==> src/design/sprite_motion_integrator_assert.svh <==
// ----------------------------------------------------------------------------
// Sprite motion integrator assertion macros
// Concurrent checks on clk; compiled out when SYNTHESIS is defined.
// ----------------------------------------------------------------------------
`ifndef SPRITE_MOTION_INTEGRATOR_ASSERT_SVH
`define SPRITE_MOTION_INTEGRATOR_ASSERT_SVH
`ifndef SYNTHESIS
// check while out of reset
`define SMI_ASSERT(name, prop, msg) \
    name: assert property (@(posedge clk) disable iff (!rst_n) prop) else $error(msg);
// check at every edge, reset included
`define SMI_ASSERT_ALWAYS(name, prop, msg) \
    name: assert property (@(posedge clk) prop) else $error(msg);
`else
`define SMI_ASSERT(name, prop, msg)
`define SMI_ASSERT_ALWAYS(name, prop, msg)
`endif
`endif

==> src/design/smi_pkg.sv <==
// ----------------------------------------------------------------------------
// Sprite motion integrator package
// Shared payload types, sequencer states, register indexes and constants.
// ----------------------------------------------------------------------------
package smi_pkg;

    localparam int STEP_BITS  = 16;  // fraction bits of time step and friction
    localparam int MAG_W      = 32;  // magnitude width fed to the remainder unit
    localparam int SUM_W      = 33;  // base plus displacement
    localparam int VEL_W      = 32;
    localparam int POS_W      = 28;
    localparam int HEAD_W     = 25;
    localparam int MAP_W      = 12;
    localparam int K_W        = STEP_BITS + 1;
    localparam int CFG_DATA_W = 16;
    localparam int TURN_DEG   = 360;

    localparam logic [K_W-1:0] K_ONE = K_W'(1) << STEP_BITS;

    localparam logic [STEP_BITS-1:0] TIME_STEP_RST = 16'd1092;
    localparam logic [STEP_BITS-1:0] LIN_FRIC_RST  = 16'd6554;
    localparam logic [STEP_BITS-1:0] ANG_FRIC_RST  = 16'd19661;
    localparam logic [MAP_W-1:0]     MAP_WIDTH_RST  = 12'd640;
    localparam logic [MAP_W-1:0]     MAP_HEIGHT_RST = 12'd480;

    typedef logic [2:0] cfg_idx_t;

    localparam cfg_idx_t CFG_TIME_STEP  = 3'd0;
    localparam cfg_idx_t CFG_LIN_FRIC   = 3'd1;
    localparam cfg_idx_t CFG_ANG_FRIC   = 3'd2;
    localparam cfg_idx_t CFG_MAP_WIDTH  = 3'd3;
    localparam cfg_idx_t CFG_MAP_HEIGHT = 3'd4;

    typedef struct packed {
        logic signed [VEL_W-1:0] accel_x;
        logic signed [VEL_W-1:0] accel_y;
        logic signed [VEL_W-1:0] rot_accel;
    } smi_in_t;

    typedef struct packed {
        logic [POS_W-1:0]        position_x;
        logic [POS_W-1:0]        position_y;
        logic signed [VEL_W-1:0] velocity_x;
        logic signed [VEL_W-1:0] velocity_y;
        logic [HEAD_W-1:0]       heading;
    } smi_out_t;

    typedef struct packed {
        logic busy;
        logic done;
    } smi_rem_stat_t;

    typedef enum logic [3:0] {
        ST_IDLE,
        ST_KLIN,
        ST_KANG,
        ST_ACC,
        ST_DAMP,
        ST_DISP,
        ST_WRAP,
        ST_WAIT,
        ST_FIX,
        ST_DONE
    } smi_state_t;

    typedef enum logic [1:0] {
        AXIS_X,
        AXIS_Y,
        AXIS_SPIN
    } smi_axis_t;

endpackage

==> src/design/sprite_motion_integrator.sv <==
// ----------------------------------------------------------------------------
// Sprite motion integrator
// A new input is taken only in idle, once the previous tick has passed the
// 32-step remainder run on each of three axes and every multiply through the
// one shared multiplier, and its result has been loaded for output.
// Reset: async active low; motion state zero, configuration registers to defaults.
// ----------------------------------------------------------------------------
`include "sprite_motion_integrator_assert.svh"

module sprite_motion_integrator #(
    parameter int FRAC_BITS = 16
) (
    input  logic                                clk,
    input  logic                                rst_n,
    input  logic                                in_valid,
    output logic                                in_ready,
    input  smi_pkg::smi_in_t                    in_data,
    output logic                                out_valid,
    input  logic                                out_ready,
    output smi_pkg::smi_out_t                   out_data,
    input  logic                                cfg_valid,
    output logic                                cfg_ready,
    input  smi_pkg::cfg_idx_t                   cfg_index,
    input  logic [smi_pkg::CFG_DATA_W-1:0]      cfg_data
);
    import smi_pkg::*;

    localparam int DIV_W  = MAP_W + FRAC_BITS;
    localparam int WIDE_W = (DIV_W > SUM_W) ? DIV_W + 1 : SUM_W + 1;
    localparam logic [DIV_W-1:0] FULL_TURN = DIV_W'(TURN_DEG) << FRAC_BITS;

    // configuration
    logic [STEP_BITS-1:0] time_step_reg;
    logic [STEP_BITS-1:0] lin_fric_reg;
    logic [STEP_BITS-1:0] ang_fric_reg;
    logic [MAP_W-1:0]     map_width_reg;
    logic [MAP_W-1:0]     map_height_reg;

    // motion state
    logic [POS_W-1:0]        pos_x_reg;
    logic [POS_W-1:0]        pos_y_reg;
    logic signed [VEL_W-1:0] vel_x_reg;
    logic signed [VEL_W-1:0] vel_y_reg;
    logic signed [VEL_W-1:0] spin_rate_reg;
    logic [HEAD_W-1:0]       heading_reg;

    // sequencer and working registers
    smi_state_t              state_reg, state_next;
    smi_axis_t               axis_reg, axis_next;
    logic                    phase_reg;
    smi_in_t                 in_data_reg;
    logic [K_W-1:0]          k_lin_reg;
    logic [K_W-1:0]          k_ang_reg;
    logic signed [VEL_W-1:0] v1_reg;
    logic signed [SUM_W-1:0] sum_reg;
    logic                    out_valid_reg;
    smi_out_t                out_data_reg;

    // control
    logic                    mul_step;
    logic                    consume;
    logic                    rem_start;
    logic                    out_load;
    logic signed [VEL_W-1:0] mul_a;
    logic [K_W-1:0]          mul_b;
    logic signed [VEL_W-1:0] prod;

    // datapath
    logic signed [VEL_W-1:0] vel_sel;
    logic signed [VEL_W-1:0] accel_sel;
    logic [POS_W-1:0]        base_sel;
    logic [MAP_W-1:0]        bound_px;
    logic [DIV_W-1:0]        divisor_sel;
    logic signed [SUM_W-1:0] acc_sum;
    logic signed [VEL_W-1:0] v1_sat;
    logic signed [SUM_W-1:0] disp_sum;
    logic                    sum_neg;
    logic [SUM_W-1:0]        sum_abs;
    logic [DIV_W-1:0]        rem_val;
    smi_rem_stat_t           rem_stat;
    logic [WIDE_W-1:0]       rem_wide;
    logic [WIDE_W-1:0]       div_wide;
    logic [WIDE_W-1:0]       sum_wide;
    logic [WIDE_W-1:0]       fix_val;

    smi_mul u_mul (
        .clk  (clk),
        .op_a (mul_a),
        .op_b (mul_b),
        .prod (prod)
    );

    smi_rem #(
        .DIV_W (DIV_W)
    ) u_rem (
        .clk       (clk),
        .rst_n     (rst_n),
        .start     (rem_start),
        .dividend  (sum_abs[MAG_W-1:0]),
        .divisor   (divisor_sel),
        .remainder (rem_val),
        .stat      (rem_stat)
    );

    // per-axis selection
    always_comb
    begin
        case (axis_reg)
            AXIS_X:
            begin
                vel_sel     = vel_x_reg;
                accel_sel   = in_data_reg.accel_x;
                base_sel    = pos_x_reg;
                bound_px    = map_width_reg;
                divisor_sel = {map_width_reg, {FRAC_BITS{1'b0}}};
            end
            AXIS_Y:
            begin
                vel_sel     = vel_y_reg;
                accel_sel   = in_data_reg.accel_y;
                base_sel    = pos_y_reg;
                bound_px    = map_height_reg;
                divisor_sel = {map_height_reg, {FRAC_BITS{1'b0}}};
            end
            AXIS_SPIN:
            begin
                vel_sel     = spin_rate_reg;
                accel_sel   = in_data_reg.rot_accel;
                base_sel    = POS_W'(heading_reg);
                bound_px    = map_width_reg;
                divisor_sel = FULL_TURN;
            end
            default:
            begin
                vel_sel     = '0;
                accel_sel   = '0;
                base_sel    = '0;
                bound_px    = '0;
                divisor_sel = '0;
            end
        endcase
    end

    // velocity plus acceleration step, clamped to 32 bits
    assign acc_sum = SUM_W'(vel_sel) + SUM_W'(prod);
    always_comb
    begin
        if (acc_sum[SUM_W-1] != acc_sum[SUM_W-2])
        begin
            v1_sat = acc_sum[SUM_W-1] ? {1'b1, {(VEL_W-1){1'b0}}} : {1'b0, {(VEL_W-1){1'b1}}};
        end
        else
        begin
            v1_sat = acc_sum[VEL_W-1:0];
        end
    end

    assign disp_sum = $signed({{(SUM_W-POS_W){1'b0}}, base_sel}) + SUM_W'(prod);
    assign sum_neg  = sum_reg[SUM_W-1];
    assign sum_abs  = sum_neg ? SUM_W'(-sum_reg) : sum_reg;

    // wrap fix-up from the remainder of the magnitude
    assign rem_wide = WIDE_W'(rem_val);
    assign div_wide = WIDE_W'(divisor_sel);
    assign sum_wide = WIDE_W'(sum_reg);

    always_comb
    begin
        if (axis_reg == AXIS_SPIN)
        begin
            if (sum_neg)
            begin
                fix_val = div_wide - rem_wide;
            end
            else if (sum_wide > div_wide)
            begin
                fix_val = rem_wide;
            end
            else
            begin
                fix_val = sum_wide;
            end
        end
        else
        begin
            if (bound_px == '0)
            begin
                fix_val = '0;
            end
            else if (sum_neg && (rem_val != '0))
            begin
                fix_val = div_wide - rem_wide;
            end
            else if (sum_neg)
            begin
                fix_val = '0;
            end
            else
            begin
                fix_val = rem_wide;
            end
        end
    end

    // next state
    always_comb
    begin
        state_next = state_reg;
        case (state_reg)
            ST_IDLE:
            begin
                if (in_valid)
                begin
                    state_next = ST_KLIN;
                end
            end
            ST_KLIN:
            begin
                if (phase_reg)
                begin
                    state_next = ST_KANG;
                end
            end
            ST_KANG:
            begin
                if (phase_reg)
                begin
                    state_next = ST_ACC;
                end
            end
            ST_ACC:
            begin
                if (phase_reg)
                begin
                    state_next = ST_DAMP;
                end
            end
            ST_DAMP:
            begin
                if (phase_reg)
                begin
                    state_next = ST_DISP;
                end
            end
            ST_DISP:
            begin
                if (phase_reg)
                begin
                    state_next = ST_WRAP;
                end
            end
            ST_WRAP:
            begin
                state_next = ST_WAIT;
            end
            ST_WAIT:
            begin
                if (rem_stat.done)
                begin
                    state_next = ST_FIX;
                end
            end
            ST_FIX:
            begin
                state_next = (axis_reg == AXIS_SPIN) ? ST_DONE : ST_ACC;
            end
            ST_DONE:
            begin
                if (!out_valid_reg || out_ready)
                begin
                    state_next = ST_IDLE;
                end
            end
            default:
            begin
                state_next = ST_IDLE;
            end
        endcase
    end

    // sequencer outputs
    always_comb
    begin
        in_ready  = 1'b0;
        mul_step  = 1'b0;
        rem_start = 1'b0;
        out_load  = 1'b0;
        mul_a     = '0;
        mul_b     = '0;
        axis_next = axis_reg;
        case (state_reg)
            ST_IDLE:
            begin
                in_ready  = 1'b1;
                axis_next = AXIS_X;
            end
            ST_KLIN:
            begin
                mul_step = 1'b1;
                mul_a    = VEL_W'(lin_fric_reg);
                mul_b    = K_W'(time_step_reg);
            end
            ST_KANG:
            begin
                mul_step = 1'b1;
                mul_a    = VEL_W'(ang_fric_reg);
                mul_b    = K_W'(time_step_reg);
            end
            ST_ACC:
            begin
                mul_step = 1'b1;
                mul_a    = accel_sel;
                mul_b    = K_W'(time_step_reg);
            end
            ST_DAMP:
            begin
                mul_step = 1'b1;
                mul_a    = v1_reg;
                mul_b    = (axis_reg == AXIS_SPIN) ? k_ang_reg : k_lin_reg;
            end
            ST_DISP:
            begin
                mul_step = 1'b1;
                mul_a    = vel_sel;
                mul_b    = K_W'(time_step_reg);
            end
            ST_WRAP:
            begin
                rem_start = 1'b1;
            end
            ST_WAIT:
            begin
                rem_start = 1'b0;
            end
            ST_FIX:
            begin
                case (axis_reg)
                    AXIS_X:  axis_next = AXIS_Y;
                    AXIS_Y:  axis_next = AXIS_SPIN;
                    default: axis_next = AXIS_X;
                endcase
            end
            ST_DONE:
            begin
                out_load = !out_valid_reg || out_ready;
            end
            default:
            begin
                in_ready = 1'b0;
            end
        endcase
    end

    assign consume   = mul_step && phase_reg;
    assign cfg_ready = 1'b1;

    // control and architectural state
    always_ff @(posedge clk or negedge rst_n)
    begin
        if (!rst_n)
        begin
            state_reg      <= ST_IDLE;
            axis_reg       <= AXIS_X;
            phase_reg      <= 1'b0;
            out_valid_reg  <= 1'b0;
            time_step_reg  <= TIME_STEP_RST;
            lin_fric_reg   <= LIN_FRIC_RST;
            ang_fric_reg   <= ANG_FRIC_RST;
            map_width_reg  <= MAP_WIDTH_RST;
            map_height_reg <= MAP_HEIGHT_RST;
            pos_x_reg      <= '0;
            pos_y_reg      <= '0;
            vel_x_reg      <= '0;
            vel_y_reg      <= '0;
            spin_rate_reg  <= '0;
            heading_reg    <= '0;
        end
        else
        begin
            state_reg <= state_next;
            axis_reg  <= axis_next;
            phase_reg <= mul_step ? !phase_reg : 1'b0;

            if (out_load)
            begin
                out_valid_reg <= 1'b1;
            end
            else if (out_ready)
            begin
                out_valid_reg <= 1'b0;
            end

            if (cfg_valid)
            begin
                case (cfg_index)
                    CFG_TIME_STEP:  time_step_reg  <= cfg_data;
                    CFG_LIN_FRIC:   lin_fric_reg   <= cfg_data;
                    CFG_ANG_FRIC:   ang_fric_reg   <= cfg_data;
                    CFG_MAP_WIDTH:  map_width_reg  <= cfg_data[MAP_W-1:0];
                    CFG_MAP_HEIGHT: map_height_reg <= cfg_data[MAP_W-1:0];
                    default:        time_step_reg  <= time_step_reg;
                endcase
            end

            // damped velocity lands in the axis state
            if (consume && (state_reg == ST_DAMP))
            begin
                case (axis_reg)
                    AXIS_X:  vel_x_reg     <= prod;
                    AXIS_Y:  vel_y_reg     <= prod;
                    default: spin_rate_reg <= prod;
                endcase
            end

            if (state_reg == ST_FIX)
            begin
                case (axis_reg)
                    AXIS_X:  pos_x_reg   <= fix_val[POS_W-1:0];
                    AXIS_Y:  pos_y_reg   <= fix_val[POS_W-1:0];
                    default: heading_reg <= fix_val[HEAD_W-1:0];
                endcase
            end
        end
    end

    // working payload
    always_ff @(posedge clk)
    begin
        if (in_valid && in_ready)
        begin
            in_data_reg <= in_data;
        end
        if (consume && (state_reg == ST_KLIN))
        begin
            k_lin_reg <= K_ONE - prod[K_W-1:0];
        end
        if (consume && (state_reg == ST_KANG))
        begin
            k_ang_reg <= K_ONE - prod[K_W-1:0];
        end
        if (consume && (state_reg == ST_ACC))
        begin
            v1_reg <= v1_sat;
        end
        if (consume && (state_reg == ST_DISP))
        begin
            sum_reg <= disp_sum;
        end
        if (out_load)
        begin
            out_data_reg.position_x <= pos_x_reg;
            out_data_reg.position_y <= pos_y_reg;
            out_data_reg.velocity_x <= vel_x_reg;
            out_data_reg.velocity_y <= vel_y_reg;
            out_data_reg.heading    <= heading_reg;
        end
    end

    assign out_valid = out_valid_reg;
    assign out_data  = out_data_reg;

    `SMI_ASSERT(a_rem_start_idle, rem_start |-> !rem_stat.busy, "remainder restarted while busy")
    `SMI_ASSERT(a_rem_done_wait, rem_stat.done |-> (state_reg == ST_WAIT), "remainder done outside wait")
    `SMI_ASSERT(a_accept_busy, (in_valid && in_ready) |=> !in_ready, "ready held after transaction")
    `SMI_ASSERT_ALWAYS(a_reset_idle, (!rst_n) |=> (!out_valid && (state_reg == ST_IDLE)), "not idle in reset")

endmodule

==> src/design/smi_mul.sv <==
// ----------------------------------------------------------------------------
// Sprite motion integrator multiplier
// Signed 32 x unsigned 17 product, floored by the step fraction, registered.
// ----------------------------------------------------------------------------
module smi_mul (
    input  logic                               clk,
    input  logic signed [smi_pkg::VEL_W-1:0]   op_a,
    input  logic [smi_pkg::K_W-1:0]            op_b,
    output logic signed [smi_pkg::VEL_W-1:0]   prod
);
    import smi_pkg::*;

    localparam int PROD_W = VEL_W + K_W + 1;

    logic signed [PROD_W-1:0] full_prod;
    logic signed [VEL_W-1:0]  prod_reg;

    // arithmetic shift right gives the floor
    assign full_prod = op_a * $signed({1'b0, op_b});

    always_ff @(posedge clk)
    begin
        prod_reg <= full_prod[STEP_BITS+VEL_W-1:STEP_BITS];
    end

    assign prod = prod_reg;

endmodule

==> src/design/smi_rem.sv <==
// ----------------------------------------------------------------------------
// Sprite motion integrator remainder unit
// Restoring shift-subtract remainder, one dividend bit per cycle.
// ----------------------------------------------------------------------------
module smi_rem #(
    parameter int DIV_W = 28
) (
    input  logic                         clk,
    input  logic                         rst_n,
    input  logic                         start,
    input  logic [smi_pkg::MAG_W-1:0]    dividend,
    input  logic [DIV_W-1:0]             divisor,
    output logic [DIV_W-1:0]             remainder,
    output smi_pkg::smi_rem_stat_t       stat
);
    import smi_pkg::*;

    localparam int CNT_W = $clog2(MAG_W + 1);

    logic             busy_reg, busy_next;
    logic             done_reg, done_next;
    logic [CNT_W-1:0] cnt_reg, cnt_next;
    logic [MAG_W-1:0] quo_reg, quo_next;
    logic [DIV_W-1:0] rem_reg, rem_next;
    logic [DIV_W-1:0] dvs_reg, dvs_next;
    logic [DIV_W:0]   trial;
    logic [DIV_W:0]   diff;

    assign trial = {rem_reg, quo_reg[MAG_W-1]};
    assign diff  = trial - {1'b0, dvs_reg};

    always_comb
    begin
        busy_next = busy_reg;
        done_next = 1'b0;
        cnt_next  = cnt_reg;
        quo_next  = quo_reg;
        rem_next  = rem_reg;
        dvs_next  = dvs_reg;
        if (start)
        begin
            busy_next = 1'b1;
            cnt_next  = CNT_W'(MAG_W);
            quo_next  = dividend;
            rem_next  = '0;
            dvs_next  = divisor;
        end
        else if (busy_reg)
        begin
            quo_next = quo_reg << 1;
            rem_next = (trial >= {1'b0, dvs_reg}) ? diff[DIV_W-1:0] : trial[DIV_W-1:0];
            cnt_next = cnt_reg - CNT_W'(1);
            if (cnt_reg == CNT_W'(1))
            begin
                busy_next = 1'b0;
                done_next = 1'b1;
            end
        end
    end

    always_ff @(posedge clk or negedge rst_n)
    begin
        if (!rst_n)
        begin
            busy_reg <= 1'b0;
            done_reg <= 1'b0;
            cnt_reg  <= '0;
        end
        else
        begin
            busy_reg <= busy_next;
            done_reg <= done_next;
            cnt_reg  <= cnt_next;
        end
    end

    always_ff @(posedge clk)
    begin
        quo_reg <= quo_next;
        rem_reg <= rem_next;
        dvs_reg <= dvs_next;
    end

    assign remainder = rem_reg;
    assign stat.busy = busy_reg;
    assign stat.done = done_reg;

endmodule
==> config.mk <==
export PLATFORM = sky130hd
export DESIGN_NAME = sprite_motion_integrator
export DESIGN_NICKNAME = d
export VERILOG_FILES = /design/src/design/smi_pkg.sv /design/src/design/sprite_motion_integrator.sv /design/src/design/smi_mul.sv /design/src/design/smi_rem.sv
export VERILOG_INCLUDE_DIRS = /design/src /design/src/design
export SDC_FILE = /design/constraint.sdc
export NUM_CORES = 2
export LEC_CHECK = 0
export BUFFER_PORTS_ARGS = -buffer_cell sky130_fd_sc_hd__buf_4
export CORE_ASPECT_RATIO = 1.25
export CORE_MARGIN = 3
export CORE_UTILIZATION = 25
export DETAILED_ROUTE_END_ITERATION = 12
export GPL_TIMING_DRIVEN = 1
export PLACE_DENSITY = 0.37
export SLEW_MARGIN = 30
export SYNTH_ARGS = -nofsm -noshare
export SYNTH_HDL_FRONTEND = slang
export SYNTH_SLANG_ARGS = --single-unit
==> constraint.sdc <==
create_clock -name clk -period 11.7 [get_ports clk]
set_clock_uncertainty 0.2 [all_clocks]
set_input_delay 0.585 -clock clk [delete_from_list [all_inputs] [get_ports clk]]
set_output_delay 0.585 -clock clk [all_outputs]
set_load 0.1 [all_outputs]
==> flow_metrics.py <==
metrics = {
    "global_routing": {
        "grt_pass1_wl_um": 285000,
        "overflow": 0,
        "use_met2_pct": 32.91,
        "grt_use_total_pct": 18.60,
        "grt_pass1_vias": 39350,
        "antenna_found_initial": 7,
        "top_usage_layer": "met2",
        "grt_max_degree": 132,
        "globalRouteMet3Util_pct": 2.319,
        "use_met1_pct": 23.79,
    },
    "placed_design": {
        "routabilityCongestion": 0.8761,
        "dp_slack_ns": 1.887,
        "numPortBuffers": 266,
        "hpwl_um": 153200,
    },
    "detailed_routing": {
        "via_count": 37390,
        "drt-wirelength-per-cell_um": 24.58,
        "wirelength_um": 196700,
        "drc": 0,
        "drt-pass1-iter-count": 7,
        "drt_iter0_markers": 2508,
        "drtAntennaViolNets": 0,
        "vias_per_cell": 4.673,
    },
    "critical_path": {
        "critPathRequiredTime_ns": 12.07,
        "end_kind": "register",
        "arrival_ns": 10.19,
        "cp_max_fo": 41,
        "critPathLaunchType": "register",
        "slowest_stage": "dfrtp_4",
        "crit_top_cell": "fa_1",
        "crit_chain": "nand2b_2 -> mux2i_1 -> o21a_1 -> buf_4 -> nor2_1 -> fa_1 -> inv_1 -> fa_1 -> fa_1 -> inv_1 -> fa_1 -> fa_1 -> inv_1 -> fa_1 -> inv_1 -> ha_1 -> a21oi_1 -> o211ai_1 -> a21o_1 -> a221o_1 -> o311ai_2 -> a21oi_1 -> a21o_1 -> o311a_1",
        "critPathKind": "reg2reg",
        "slowest_delay_ns": 0.90,
    },
    "yosys": {
        "syn-cell-area_um2": 51090,
        "synth_fp_nets": 5724,
        "synth.most_common_cell": "inv_1",
        "synth_edf_count": 384,
        "synth.cells.most_frequent": "inv_1, nand2_1, fa_1",
        "synth_ff_type": "edfxtp_1",
        "synthCells": 4884,
        "synth_cell_types": 95,
        "async_reset_ff_share_pct": 37.38,
        "netlist.top_cell.by_area": "edfxtp_1",
        "ys_warn_count": 0,
        "synth-seq-cells": 709,
        "synth_area_leaders": "edfxtp_1, fa_1, dfrtp_1",
        "yosysTopAreaCellShare_pct": 22.57,
        "synth_seq_area_share_pct": 37.96,
        "syn_avg_cell_area_um2": 10.46,
    },
    "timing": {
        "drv_slew": 0,
        "final.setup.tns_ns": 0,
        "slew_headroom_pct": 29.47,
        "rsz0062_at_grt": "false",
        "setup_viol": 0,
        "fmax_mhz": 101.9,
        "tightest_slew_ns": 1.047,
        "hold_ws_ns": 0.03647,
        "period_share_pct": 83.90,
        "layout_min_cycle_time_ns": 9.817,
        "setup_slack_ns": 1.883,
        "hold_viol": 0,
    },
    "clock_network": {
        "clock-root-buffer": "clkbuf_16",
        "h-tree-depth": 3,
        "post_cts_resized": 0,
        "cts_tree": "yes",
        "clk_transition_reported_paths_ns": 0.06,
        "clk_latency_ns": 0.71,
        "clock_sinks": 709,
        "ctsHoldBuffers": 110,
        "cts_buffer_depth": 3,
        "post_cts_buffers": 0,
        "cts_buffers": 83,
    },
    "floorplan": {
        "num_io_pins": 268,
        "die_x_um": 410.3,
        "core-area_um2": 202100,
        "die_area_um2": 209800,
        "rows": 184,
        "start_util_pct": 25.27,
        "dieHeight_um": 511.4,
    },
    "final_layout": {
        "multi_input_area_um2": 28580,
        "drive_gt1_share_pct": 15.22,
        "nets": 6071,
        "synthToLayoutAreaGrowth_pct": 18.61,
        "nFillCells": 21220,
        "largest_reg_flops": 145,
        "seq_area_um2": 19400,
    },
    "flow_run": {
        "cap_violations": 0,
    },
    "run_status": {
        "status": "complete, no violations",
    },
    "worst_hold_path": {
        "min_path_type": "in2reg",
    },
}
==> per-layer routing <==
metal	vias up	part of all wire [%]
met5	-	0.0036
met4	2	2.6
met3	209	4.5
met2	949	51
met1	19320	42
li1	16910	-
==> logic make-up after synthesis <==
family | synth area share [%]
DFF | 37.96
muxes | 7.132
adders and majority gates | 25.30
other | 0.007340
xor gates and xnor gates | 2.917
buffers and inverters | 6.637
and+or+nand+nor | 11.01
AOI/OAI and AO/OA | 9.035
==> cell type report <==
cell class | count | share of cell area (%)
Inverter | 670 | 4.150
Clock inverter | 43 | 0.7433
Tap cell | 2697 | 5.569
Timing Repair Buffer | 484 | 6.537
Sequential cell | 709 | 32.02
Clock buffer | 113 | 3.799
Antenna cell | 3 | 0.01239
Multi-Input combinational cell | 3283 | 47.17
==> critical path, delay by kind of cell (launching register included) <==
kind | cells | cell delay (ns)
muxes | 1 | 0.50
DFF | 1 | 0.90
adders and majority gates | 7 | 3.32
AOI/OAI and AO/OA | 9 | 3.39
buffers and inverters | 5 | 0.60
and+or+nand+nor | 2 | 0.67
==> stage by stage <==
stage / instances / utilization [%] / instance area [µm²]
after detailed placement: 7733 / 28.07 / 56740
after floorplan: 4884 / - / 51090
after CTS: 7999 / 29.97 / 60590
final: 8002 / 29.98 / 60600
after global placement: 7732 / 28.03 / 56670
after global routing: 8000 / 29.98 / 60590
==> cells in the final DEF, fill, tap and decap left out, types with 60 or more instances in the layout <==
cell type      netlist  layout
edfxtp_1           384     384
clkbuf_16            0      85
dfxtp_1             60      60
buf_4                1     368
a21oi_1            138     134
inv_1              670     669
mux2_2             190     190
ha_1               210     210
xnor2_1             86      86
nand2_1            606     605
nor2_1             433     431
fa_1               510     510
mux2i_1            148     148
dlygate4sd3_1        0     110
xor2_1              81      81
dfrtp_1            241     239
o21ai_0            231     215
==> final timing paths <==
| path | startpoint | end | slack, ns | cells after the start |
|---|---|---|---|---|
| max | axis_reg[1] | u_mul.prod[20] | 1.88 | 24 |
| min | cfg_data[5] | map_width_reg[5] | 0.04 | 2 |
| max reg2reg | axis_reg[1] | u_mul.prod[20] | 1.88 | 24 |
| min reg2reg | vel_x_reg[28] | out_data[85] | 0.27 | 0 |
| max in group asynchronous | rst_n | ang_fric_reg[13] | 9.11 | 4 |
| min in group asynchronous | rst_n | pos_y_reg[23] | 0.25 | 2 |
Power is not shown: default switching activity piles up to over one toggle a cycle in this logic, so the estimate is an artifact.
